### src/sv/sorted_list_table_macros.svh
// Assertion macros shared by the sorted list table RTL.
// Included by the modules that carry concurrent checks; depends on nothing.
`ifndef SORTED_LIST_TABLE_MACROS_SVH
`define SORTED_LIST_TABLE_MACROS_SVH

// Same-cycle implication, checked out of reset
`define SLT_ASSERT_IMP(lbl, ante, cons, msg) \
    lbl: assert property (@(posedge i_clk) disable iff (!i_rst_n) (ante) |-> (cons)) \
        else $error(msg);

// Next-cycle implication, checked out of reset
`define SLT_ASSERT_NXT(lbl, ante, cons, msg) \
    lbl: assert property (@(posedge i_clk) disable iff (!i_rst_n) (ante) |=> (cons)) \
        else $error(msg);

`endif

### src/sv/slt_pkg.sv
// Shared types and codes for the sorted list table.
// Used by the sequencer and the top level; depends on nothing.
package slt_pkg;

    localparam int DATA_W = 32;
    localparam int FUNC_W = 2;
    localparam int STAT_W = 2;
    localparam int CNT_OUT_W = 5;

    // Operation codes
    localparam logic [FUNC_W-1:0] FUNC_INSERT  = 2'd0;
    localparam logic [FUNC_W-1:0] FUNC_DEL_VAL = 2'd1;
    localparam logic [FUNC_W-1:0] FUNC_DEL_MIN = 2'd2;

    // Status codes
    localparam logic [STAT_W-1:0] ST_OK        = 2'd0;
    localparam logic [STAT_W-1:0] ST_NOT_FOUND = 2'd1;
    localparam logic [STAT_W-1:0] ST_EMPTY     = 2'd2;
    localparam logic [STAT_W-1:0] ST_FULL      = 2'd3;

    // Result of one request, apart from the entry count
    typedef struct packed {
        logic [STAT_W-1:0]        status;
        logic                     head_valid;
        logic signed [DATA_W-1:0] smallest;
    } t_result;

endpackage

### src/sv/slt_ram.sv
// Generic single-write, single-read RAM with registered read data.
// Holds the sorted entries; depends on nothing.
module slt_ram #(
    parameter int WIDTH = 32,
    parameter int DEPTH = 16
) (
    input  logic                     i_clk,
    input  logic                     i_we,
    input  logic [$clog2(DEPTH)-1:0] i_waddr,
    input  logic [WIDTH-1:0]         i_wdata,
    input  logic [$clog2(DEPTH)-1:0] i_raddr,
    output logic [WIDTH-1:0]         o_rdata
);

    logic [WIDTH-1:0] r_mem [DEPTH];
    logic [WIDTH-1:0] r_rdata;

    // Write port
    always_ff @(posedge i_clk) begin
        if (i_we) begin
            r_mem[i_waddr] <= i_wdata;
        end
    end

    // Registered read port
    always_ff @(posedge i_clk) begin
        r_rdata <= r_mem[i_raddr];
    end

    assign o_rdata = r_rdata;

endmodule

### src/sv/slt_ctrl.sv
// Sequencer of the sorted list table: scans, compares and shifts entries
// through one RAM port pair. Depends on slt_pkg and the assertion macros.
`include "sorted_list_table_macros.svh"

module slt_ctrl import slt_pkg::*; #(
    parameter int CAPACITY = 16
) (
    input  logic                          i_clk,
    input  logic                          i_rst_n,
    // request side
    input  logic                          i_valid,
    output logic                          o_ready,
    input  logic [FUNC_W-1:0]             i_func,
    input  logic signed [DATA_W-1:0]      i_value,
    // result side
    input  logic                          i_out_free,
    output logic                          o_res_valid,
    output t_result                       o_res,
    output logic [$clog2(CAPACITY+1)-1:0] o_count,
    // entry RAM
    output logic                          o_we,
    output logic [$clog2(CAPACITY)-1:0]   o_waddr,
    output logic [DATA_W-1:0]             o_wdata,
    output logic [$clog2(CAPACITY)-1:0]   o_raddr,
    input  logic [DATA_W-1:0]             i_rdata
);

    localparam int AW = $clog2(CAPACITY);
    localparam int CW = $clog2(CAPACITY+1);
    localparam logic [CW-1:0] CAP_CNT = CW'(CAPACITY);

    localparam logic [3:0] S_IDLE    = 4'd0;
    localparam logic [3:0] S_INS_RD  = 4'd1;
    localparam logic [3:0] S_INS_CMP = 4'd2;
    localparam logic [3:0] S_INS_PUT = 4'd3;
    localparam logic [3:0] S_DV_RD   = 4'd4;
    localparam logic [3:0] S_DV_CMP  = 4'd5;
    localparam logic [3:0] S_SH_RD   = 4'd6;
    localparam logic [3:0] S_SH_WR   = 4'd7;
    localparam logic [3:0] S_HD_RD   = 4'd8;
    localparam logic [3:0] S_HD_CAP  = 4'd9;

    logic [3:0]               r_state, n_state;
    logic [CW-1:0]            r_count, n_count;
    logic [AW-1:0]            r_idx, n_idx;
    logic signed [DATA_W-1:0] r_value, n_value;
    logic [STAT_W-1:0]        r_status, n_status;

    logic [CW-1:0]            w_idx_ext;
    logic [CW-1:0]            w_idx_nxt;
    logic [AW-1:0]            w_idx_inc;
    logic signed [DATA_W-1:0] w_rd_s;
    logic                     w_accept;

    assign w_idx_ext = CW'(r_idx);
    assign w_idx_nxt = w_idx_ext + 1'b1;
    assign w_idx_inc = r_idx + 1'b1;
    assign w_rd_s    = $signed(i_rdata);
    assign w_accept  = i_valid && o_ready;

    assign o_ready = (r_state == S_IDLE);
    assign o_count = r_count;

    // Sequencer: one RAM read or one compare-and-move per state
    always_comb begin
        n_state  = r_state;
        n_count  = r_count;
        n_idx    = r_idx;
        n_value  = r_value;
        n_status = r_status;
        o_we     = 1'b0;
        o_waddr  = r_idx;
        o_wdata  = i_rdata;
        o_raddr  = '0;
        o_res_valid = 1'b0;
        case (r_state)
            S_IDLE: begin
                if (i_valid) begin
                    n_value  = i_value;
                    n_status = ST_OK;
                    n_idx    = '0;
                    n_state  = S_HD_RD;
                    case (i_func)
                        FUNC_INSERT: begin
                            if (r_count >= CAP_CNT) begin
                                n_status = ST_FULL;
                            end else if (r_count == '0) begin
                                o_we    = 1'b1;
                                o_waddr = '0;
                                o_wdata = i_value;
                                n_count = r_count + 1'b1;
                            end else begin
                                // start from the top entry and walk down
                                n_idx   = AW'(r_count - 1'b1);
                                n_state = S_INS_RD;
                            end
                        end
                        FUNC_DEL_VAL: begin
                            if (r_count == '0) begin
                                n_status = ST_EMPTY;
                            end else begin
                                n_state = S_DV_RD;
                            end
                        end
                        FUNC_DEL_MIN: begin
                            if (r_count == '0) begin
                                n_status = ST_EMPTY;
                            end else begin
                                n_state = S_SH_RD;
                            end
                        end
                        default: begin
                            // unused code: report contents unchanged
                        end
                    endcase
                end
            end
            S_INS_RD: begin
                o_raddr = r_idx;
                n_state = S_INS_CMP;
            end
            S_INS_CMP: begin
                o_we    = 1'b1;
                o_waddr = w_idx_inc;
                if (w_rd_s > r_value) begin
                    // move the larger entry up one place
                    o_wdata = i_rdata;
                    if (r_idx == '0) begin
                        n_state = S_INS_PUT;
                    end else begin
                        n_idx   = r_idx - 1'b1;
                        n_state = S_INS_RD;
                    end
                end else begin
                    o_wdata = r_value;
                    n_count = r_count + 1'b1;
                    n_state = S_HD_RD;
                end
            end
            S_INS_PUT: begin
                o_we    = 1'b1;
                o_waddr = '0;
                o_wdata = r_value;
                n_count = r_count + 1'b1;
                n_state = S_HD_RD;
            end
            S_DV_RD: begin
                o_raddr = r_idx;
                n_state = S_DV_CMP;
            end
            S_DV_CMP: begin
                if (w_rd_s == r_value) begin
                    n_state = S_SH_RD;
                end else if (w_idx_nxt == r_count) begin
                    n_status = ST_NOT_FOUND;
                    n_state  = S_HD_RD;
                end else begin
                    n_idx   = w_idx_inc;
                    n_state = S_DV_RD;
                end
            end
            S_SH_RD: begin
                // close the gap: pull the next entry down, or drop the tail
                if (w_idx_nxt < r_count) begin
                    o_raddr = w_idx_inc;
                    n_state = S_SH_WR;
                end else begin
                    n_count = r_count - 1'b1;
                    n_state = S_HD_RD;
                end
            end
            S_SH_WR: begin
                o_we    = 1'b1;
                o_waddr = r_idx;
                o_wdata = i_rdata;
                n_idx   = w_idx_inc;
                n_state = S_SH_RD;
            end
            S_HD_RD: begin
                n_state = S_HD_CAP;
            end
            S_HD_CAP: begin
                // hold until the output register can take the word
                if (i_out_free) begin
                    o_res_valid = 1'b1;
                    n_state     = S_IDLE;
                end
            end
            default: begin
                n_state = S_IDLE;
            end
        endcase
    end

    assign o_res.status     = r_status;
    assign o_res.head_valid = (r_count != '0);
    assign o_res.smallest   = (r_count != '0) ? w_rd_s : '0;

    always_ff @(posedge i_clk) begin
        if (!i_rst_n) begin
            r_state <= S_IDLE;
            r_count <= '0;
        end else begin
            r_state <= n_state;
            r_count <= n_count;
        end
    end

    always_ff @(posedge i_clk) begin
        r_idx    <= n_idx;
        r_value  <= n_value;
        r_status <= n_status;
    end

    `SLT_ASSERT_IMP(a_cnt_cap, 1'b1, (r_count <= CAP_CNT), "entry count above capacity")
    `SLT_ASSERT_NXT(a_acc_busy, w_accept, (r_state != S_IDLE), "sequencer idle after accept")
    `SLT_ASSERT_NXT(a_cnt_step, 1'b1, ((r_count == $past(r_count)) || (r_count == $past(r_count) + 1'b1) || (r_count + 1'b1 == $past(r_count))), "entry count moved by more than one")
    `SLT_ASSERT_IMP(a_ins_room, ((r_state == S_INS_CMP) || (r_state == S_INS_PUT)), (r_count < CAP_CNT), "insert shift on a full table")
    `SLT_ASSERT_IMP(a_res_idle, o_res_valid, (n_state == S_IDLE), "result issued without return to idle")

endmodule

### src/sv/sorted_list_table.sv
// Top level of the sorted list table: request and result stream ports,
// output register, entry RAM and sequencer. Depends on slt_pkg, slt_ram, slt_ctrl.
//
// Keeps up to CAPACITY signed 32-bit values in ascending order in a single-port-pair
// RAM and serves one request at a time: insert (after equal entries), delete the
// first equal value, or delete the smallest entry. Each request returns one word
// with status, entry count (modulo 32), a non-empty flag and the smallest value.
// A request occupies the sequencer for a RAM read and a compare-or-write per entry
// compared or moved (at most the entry count; a delete-value scans up to the match
// and then moves the entries above it), plus a final read of the head entry. Full or
// empty rejections skip the scan and go straight to the head read. A finished word
// waits in the output register, so the next request is taken while it is still unread.
module sorted_list_table import slt_pkg::*; #(
    parameter int CAPACITY = 16
) (
    input  logic        i_clk,
    input  logic        i_rst_n,
    // request stream
    input  logic        i_s_axis_tvalid,
    output logic        o_s_axis_tready,
    input  logic [31:0] i_s_axis_tdata,   // [31:0] value
    input  logic [1:0]  i_s_axis_tuser,   // [1:0] func
    // result stream
    output logic        o_m_axis_tvalid,
    input  logic        i_m_axis_tready,
    output logic [39:0] o_m_axis_tdata,   // [4:0] count, [5] head_valid, [37:6] smallest
    output logic [1:0]  o_m_axis_tuser    // [1:0] status
);

    localparam int AW = $clog2(CAPACITY);
    localparam int CW = $clog2(CAPACITY+1);

    logic                 w_we;
    logic [AW-1:0]        w_waddr;
    logic [DATA_W-1:0]    w_wdata;
    logic [AW-1:0]        w_raddr;
    logic [DATA_W-1:0]    w_rdata;
    logic                 w_out_free;
    logic                 w_res_valid;
    t_result              w_res;
    logic [CW-1:0]        w_count;
    logic [CW+CNT_OUT_W-1:0] w_count_ext;

    logic                 r_out_valid;
    t_result              r_out_res;
    logic [CNT_OUT_W-1:0] r_out_cnt;

    slt_ram #(
        .WIDTH (DATA_W),
        .DEPTH (CAPACITY)
    ) u_ram (
        .i_clk   (i_clk),
        .i_we    (w_we),
        .i_waddr (w_waddr),
        .i_wdata (w_wdata),
        .i_raddr (w_raddr),
        .o_rdata (w_rdata)
    );

    slt_ctrl #(
        .CAPACITY (CAPACITY)
    ) u_ctrl (
        .i_clk       (i_clk),
        .i_rst_n     (i_rst_n),
        .i_valid     (i_s_axis_tvalid),
        .o_ready     (o_s_axis_tready),
        .i_func      (i_s_axis_tuser),
        .i_value     ($signed(i_s_axis_tdata)),
        .i_out_free  (w_out_free),
        .o_res_valid (w_res_valid),
        .o_res       (w_res),
        .o_count     (w_count),
        .o_we        (w_we),
        .o_waddr     (w_waddr),
        .o_wdata     (w_wdata),
        .o_raddr     (w_raddr),
        .i_rdata     (w_rdata)
    );

    // Count is reported modulo 32
    assign w_count_ext = {{CNT_OUT_W{1'b0}}, w_count};
    assign w_out_free  = !r_out_valid || i_m_axis_tready;

    // Output register: load a finished word, drop it once taken
    always_ff @(posedge i_clk) begin
        if (!i_rst_n) begin
            r_out_valid <= 1'b0;
        end else if (w_res_valid) begin
            r_out_valid <= 1'b1;
        end else if (i_m_axis_tready) begin
            r_out_valid <= 1'b0;
        end
    end

    always_ff @(posedge i_clk) begin
        if (w_res_valid) begin
            r_out_res <= w_res;
            r_out_cnt <= w_count_ext[CNT_OUT_W-1:0];
        end
    end

    assign o_m_axis_tvalid = r_out_valid;
    assign o_m_axis_tuser  = r_out_res.status;
    assign o_m_axis_tdata  = {2'b00, r_out_res.smallest, r_out_res.head_valid, r_out_cnt};

endmodule
### config.mk
export PLATFORM = sky130hd
export DESIGN_NAME = sorted_list_table
export DESIGN_NICKNAME = d
export VERILOG_FILES = /design/src/sv/slt_pkg.sv /design/src/sv/slt_ram.sv /design/src/sv/slt_ctrl.sv /design/src/sv/sorted_list_table.sv
export VERILOG_INCLUDE_DIRS = /design/src /design/src/sv
export SDC_FILE = /design/constraint.sdc
export NUM_CORES = 1
export LEC_CHECK = 0
export BUFFER_PORTS_ARGS = -buffer_cell sky130_fd_sc_hd__buf_2
export CORE_MARGIN = 1.5
export CORE_UTILIZATION = 25
export DETAILED_ROUTE_END_ITERATION = 12
export GPL_ROUTABILITY_DRIVEN = 0
export SETUP_SLACK_MARGIN = 0.05
export SYNTH_ARGS = -nofsm -noshare
export SYNTH_HDL_FRONTEND = slang
export SYNTH_SLANG_ARGS = --single-unit
### constraint.sdc
create_clock -name i_clk -period 3.9 [get_ports i_clk]
set_input_delay 0.195 -clock i_clk [delete_from_list [all_inputs] [get_ports i_clk]]
set_output_delay 0.195 -clock i_clk [all_outputs]
set_load 0.05 [all_outputs]
==> reports/qor.yml <==
critical_path:
  timing.critical_path.buf_inv: 2
  max_stage_delay_ns: 0.49
  crit-reg2reg-launch: "u_ctrl.r_value[22]"
  crit_arrival_ns: 4.06
  criticalPathCategory: "flop to flop"
  path_max_fanout: 16
  end_kind: "flop"
  timing.critical_path.required_ns: 4.24
  crit_family: "compound AO/OA/AOI/OAI gates"
  startpoint_of_the_worst_setup_timing_path: "u_ctrl.r_value[22]"
  cp_slowest_cell: "a221o_1"
  worst_path_most_repeated_cell: "nor3_1"
  critical_path.cell_chain: "inv_1 -> ha_1 -> nand4_1 -> nor3_1 -> a22oi_1 -> o211ai_1 -> nor3_1 -> xnor2_2 -> o31ai_4 -> buf_4 -> a221o_1"
  timing.critical_path.from_type: "flop"
clock_tree:
  numCtsBuffers: 67
  clock_insertion_delay_worst_skew_ns: 0.62
  numClockSinks: 632
  clkSlewWorstSetupHoldPaths_ns: 0.07
  root_buffer: "clkbuf_16"
  tritoncts_clock_tree: "built"
  cts-root-to-sink-buffers: 3
  cts.repair_timing.setup_buffer_count: 0
  cts_max_level: 3
synth:
  synth_sequential_area_ratio: 0.727
  top_area_cell_type_share_of_the_netlist_area: 0.694
  synth_area_per_cell_um2: 17.2
  synth-async-reset-ratio: 0
  top_cells_by_area_synth: "edfxtp_1 (69%), mux4_2 (8.5%), dfxtp_1 (3.3%), ha_1 (2.3%), a21oi_1 (1.9%)"
  post_synth_top_flop: "edfxtp_1"
  netlist-cell-type-count: 65
  synth_enable_flop_cells: 590
  syn-instance-count: 1487
  post_synthesis_instance_area_um2: 25500
  netlist.top_cell.by_area: "edfxtp_1"
  yosys_register_bits: 632
  synth_warnings: 0
final_layout:
  syn2layout_area_growth_pct: 21.5
  post-route-cell-area_um2: 31000
  antenna-diode-count: 0
  finalNetCount: 1745
  instances_no_fill: 3083
  utilization: 0.305
  drive_gt1_frac: 0.244
timing:
  setup_tns_ns: 0
  tightestPinTransition_ns: 0.979
  clock-skew-final_ns: 0.0268
  fmax_ghz: 0.269
  final.setup.worst_slack_ns: 0.181
  setup_viol_count_final: 0
  slew_headroom: 0.344
  fin_crit_sh: 0.953
  timing.final.crit_period_ns: 3.72
  grt_setup_unrepaired: "no"
  timing_max_transition_violations_final: 0
  timing.final.hold_violations: 0
route:
  avgViaCountPerCell: 4.66
  dr.pass1.iters: 5
  route.final.wire_length_um: 66800
  routed_wire_length_per_instance_um: 21.7
  antenna_left: 0
  via_count: 14400
  detail_route.iter0.violations: 1436
  route.detailed.drc: 0
floorplanning:
  initial_core_util: 0.251
  floorplan.die.width_um: 323
  floorplan_die_area_um2: 104000
  die_height_um: 323
  top_level_ports: 82
  core-area_um2: 102000
  rows: 117
global_route:
  grt_start_max_net_pins: 53
  global_route_usage_sum: 0.128
  first_pass_grt_wire_length_um: 97800
  antenna_violations_before_repair: 2
  gr-total-overflow: 0
  grt_pass1_vias: 14500
min_path:
  hold_path_class: "input port to flop"
  min-delay-start: "i_s_axis_tvalid"
power_and_ir_drop:
  power.density_nw_per_um2: 639
  ir_worst_vdd_mv: 0.265
  static-leakage-power_uw: 0.0102
run_status:
  outcome: "complete, no violations"
placement:
  placedInstanceArea_um2: 28300
  place.detailed.instances: 2926
  place.port_buffers: 79
  dpl_worst_slack_ns: 0.256
  dp.final_hpwl_um: 39400
job:
  maxCapViolations: 0
==> sequential cells by signal, indices dropped and copies added, names as in the netlist <==
signal / cells
u_ram.o_rdata: 32
u_ctrl.r_idx: 4
u_ctrl.r_value: 32
u_ctrl.r_status: 2
o_m_axis_tuser: 2
r_out_cnt: 5
o_m_axis_tvalid: 1
u_ctrl.r_state: 4
u_ctrl.o_count: 5
u_ram.r_mem: 512
o_m_axis_tdata: 33
==> timing repair <==
action,CTS,global route
hold buffers,34,0
endpoints found under the hold margin,41,0
endpoints found under the setup margin,0,394
gates resized for setup,0,28
==> tightest hold or removal path: cells and delay by family <==
family	cells	cell delay, ns
buffers and inverters	1	0.13
AO/OA/AOI/OAI	2	0.14
AND/OR/NAND/NOR	1	0.15
==> synth_stat cells, types with 4 or more instances <==
master and number:
nor2_1 44, o21ai_0 24, o211ai_1 7, buf_1 8, and2_1 35, mux4_2 96
ha_1 46, inv_1 46, nand2_1 86, mux2i_1 33, or3_1 4, nor3_1 13
nand4_1 9, buf_6 4, a221oi_1 36, clkbuf_1 46, o21a_1 10, edfxtp_1 590
a21oi_1 95, nor2b_1 37, xnor2_1 6, nand3_1 13, nand2b_1 4, buf_2 21
and3_1 7, a22oi_1 34, a221o_1 32, buf_4 6, dfxtp_1 42
==> per-stage QoR <==
stage / total power [µW] / hold WS [ns]
final: 19800 / 0.0526
after global routing: 20700 / 0.0765
after CTS: 19900 / 0.0264
after detailed placement: 13300 / 0.391
after global placement: 13200 / 0.388
after floorplan: 11700 / 0.294
==> power breakdown <==
group	internal, µW	leakage (µW)	total [µW]	switching, µW
logic	1430	0.00336	4150	2720
clock network	3930	0.00110	6590	2670
registers	8760	0.00571	9070	316
total	14100	0.0102	19800	5700
==> cell usage in the layout, fill, tap and decap left out, types with 13 or more instances in the layout <==
master         count
edfxtp_1         590
mux4_2            96
a21oi_1           94
nand2_1           85
buf_2             79
clkbuf_16         68
buf_4             49
inv_1             46
ha_1              46
dfxtp_1           42
nor2b_1           36
a221oi_1          35
a22oi_1           34
and2_1            34
dlygate4sd3_1     34
mux2i_1           33
a221o_2           28
nor2_1            27
buf_12            27
o21ai_0           24
nor2_4            17
clkbuf_1          17
nand3_1           13
nor3_1            13
==> logic make-up (layout without fill, tap and decap cells) <==
logic type	count (synthesis)	after routing	synth area share
flops	632	632	0.727
simple gates	272	272	0.0548
compound gates	266	266	0.0719
mux	131	131	0.0985
buf+inv	131	358	0.0223
fa+ha+maj	46	46	0.0225
xor+xnor	8	8	0.00304
other cells	1	2	0.000147
==> area by class of cell <==
type | count | area [µm²]
clock buffers | 89 | 1820
multi-input cells | 725 | 6630
flip-flops and latches | 632 | 18600
inverters | 46 | 173
clock inverters | 34 | 487
repair buffers | 189 | 1640
well taps | 1368 | 1710
fillers | 9931 | 70600
==> metal layers <==
layer / global-route usage / up-vias / wire [µm]
met2: 0.202 / 561 / 31100
met3: 0.0284 / 96 / 5040
met1: 0.179 / 7427 / 29400
li1: - / 6288 / -
met5: 0 / - / 0
met4: 0.0303 / 0 / 1310
==> path summary, 6_finish.rpt <==
| path | to | slack, ns | cells after the start |
|---|---|---|---|
| hold reg to reg | o_m_axis_tuser[0] | 0.42 | 0 |
| setup reg to reg | u_ram.r_mem[2][28] | 0.18 | 11 |
| hold / removal | u_ctrl.r_state[0] | 0.05 | 4 |
| setup / recovery | u_ram.r_mem[2][28] | 0.18 | 11 |
(Power assumes the default switching activity.)
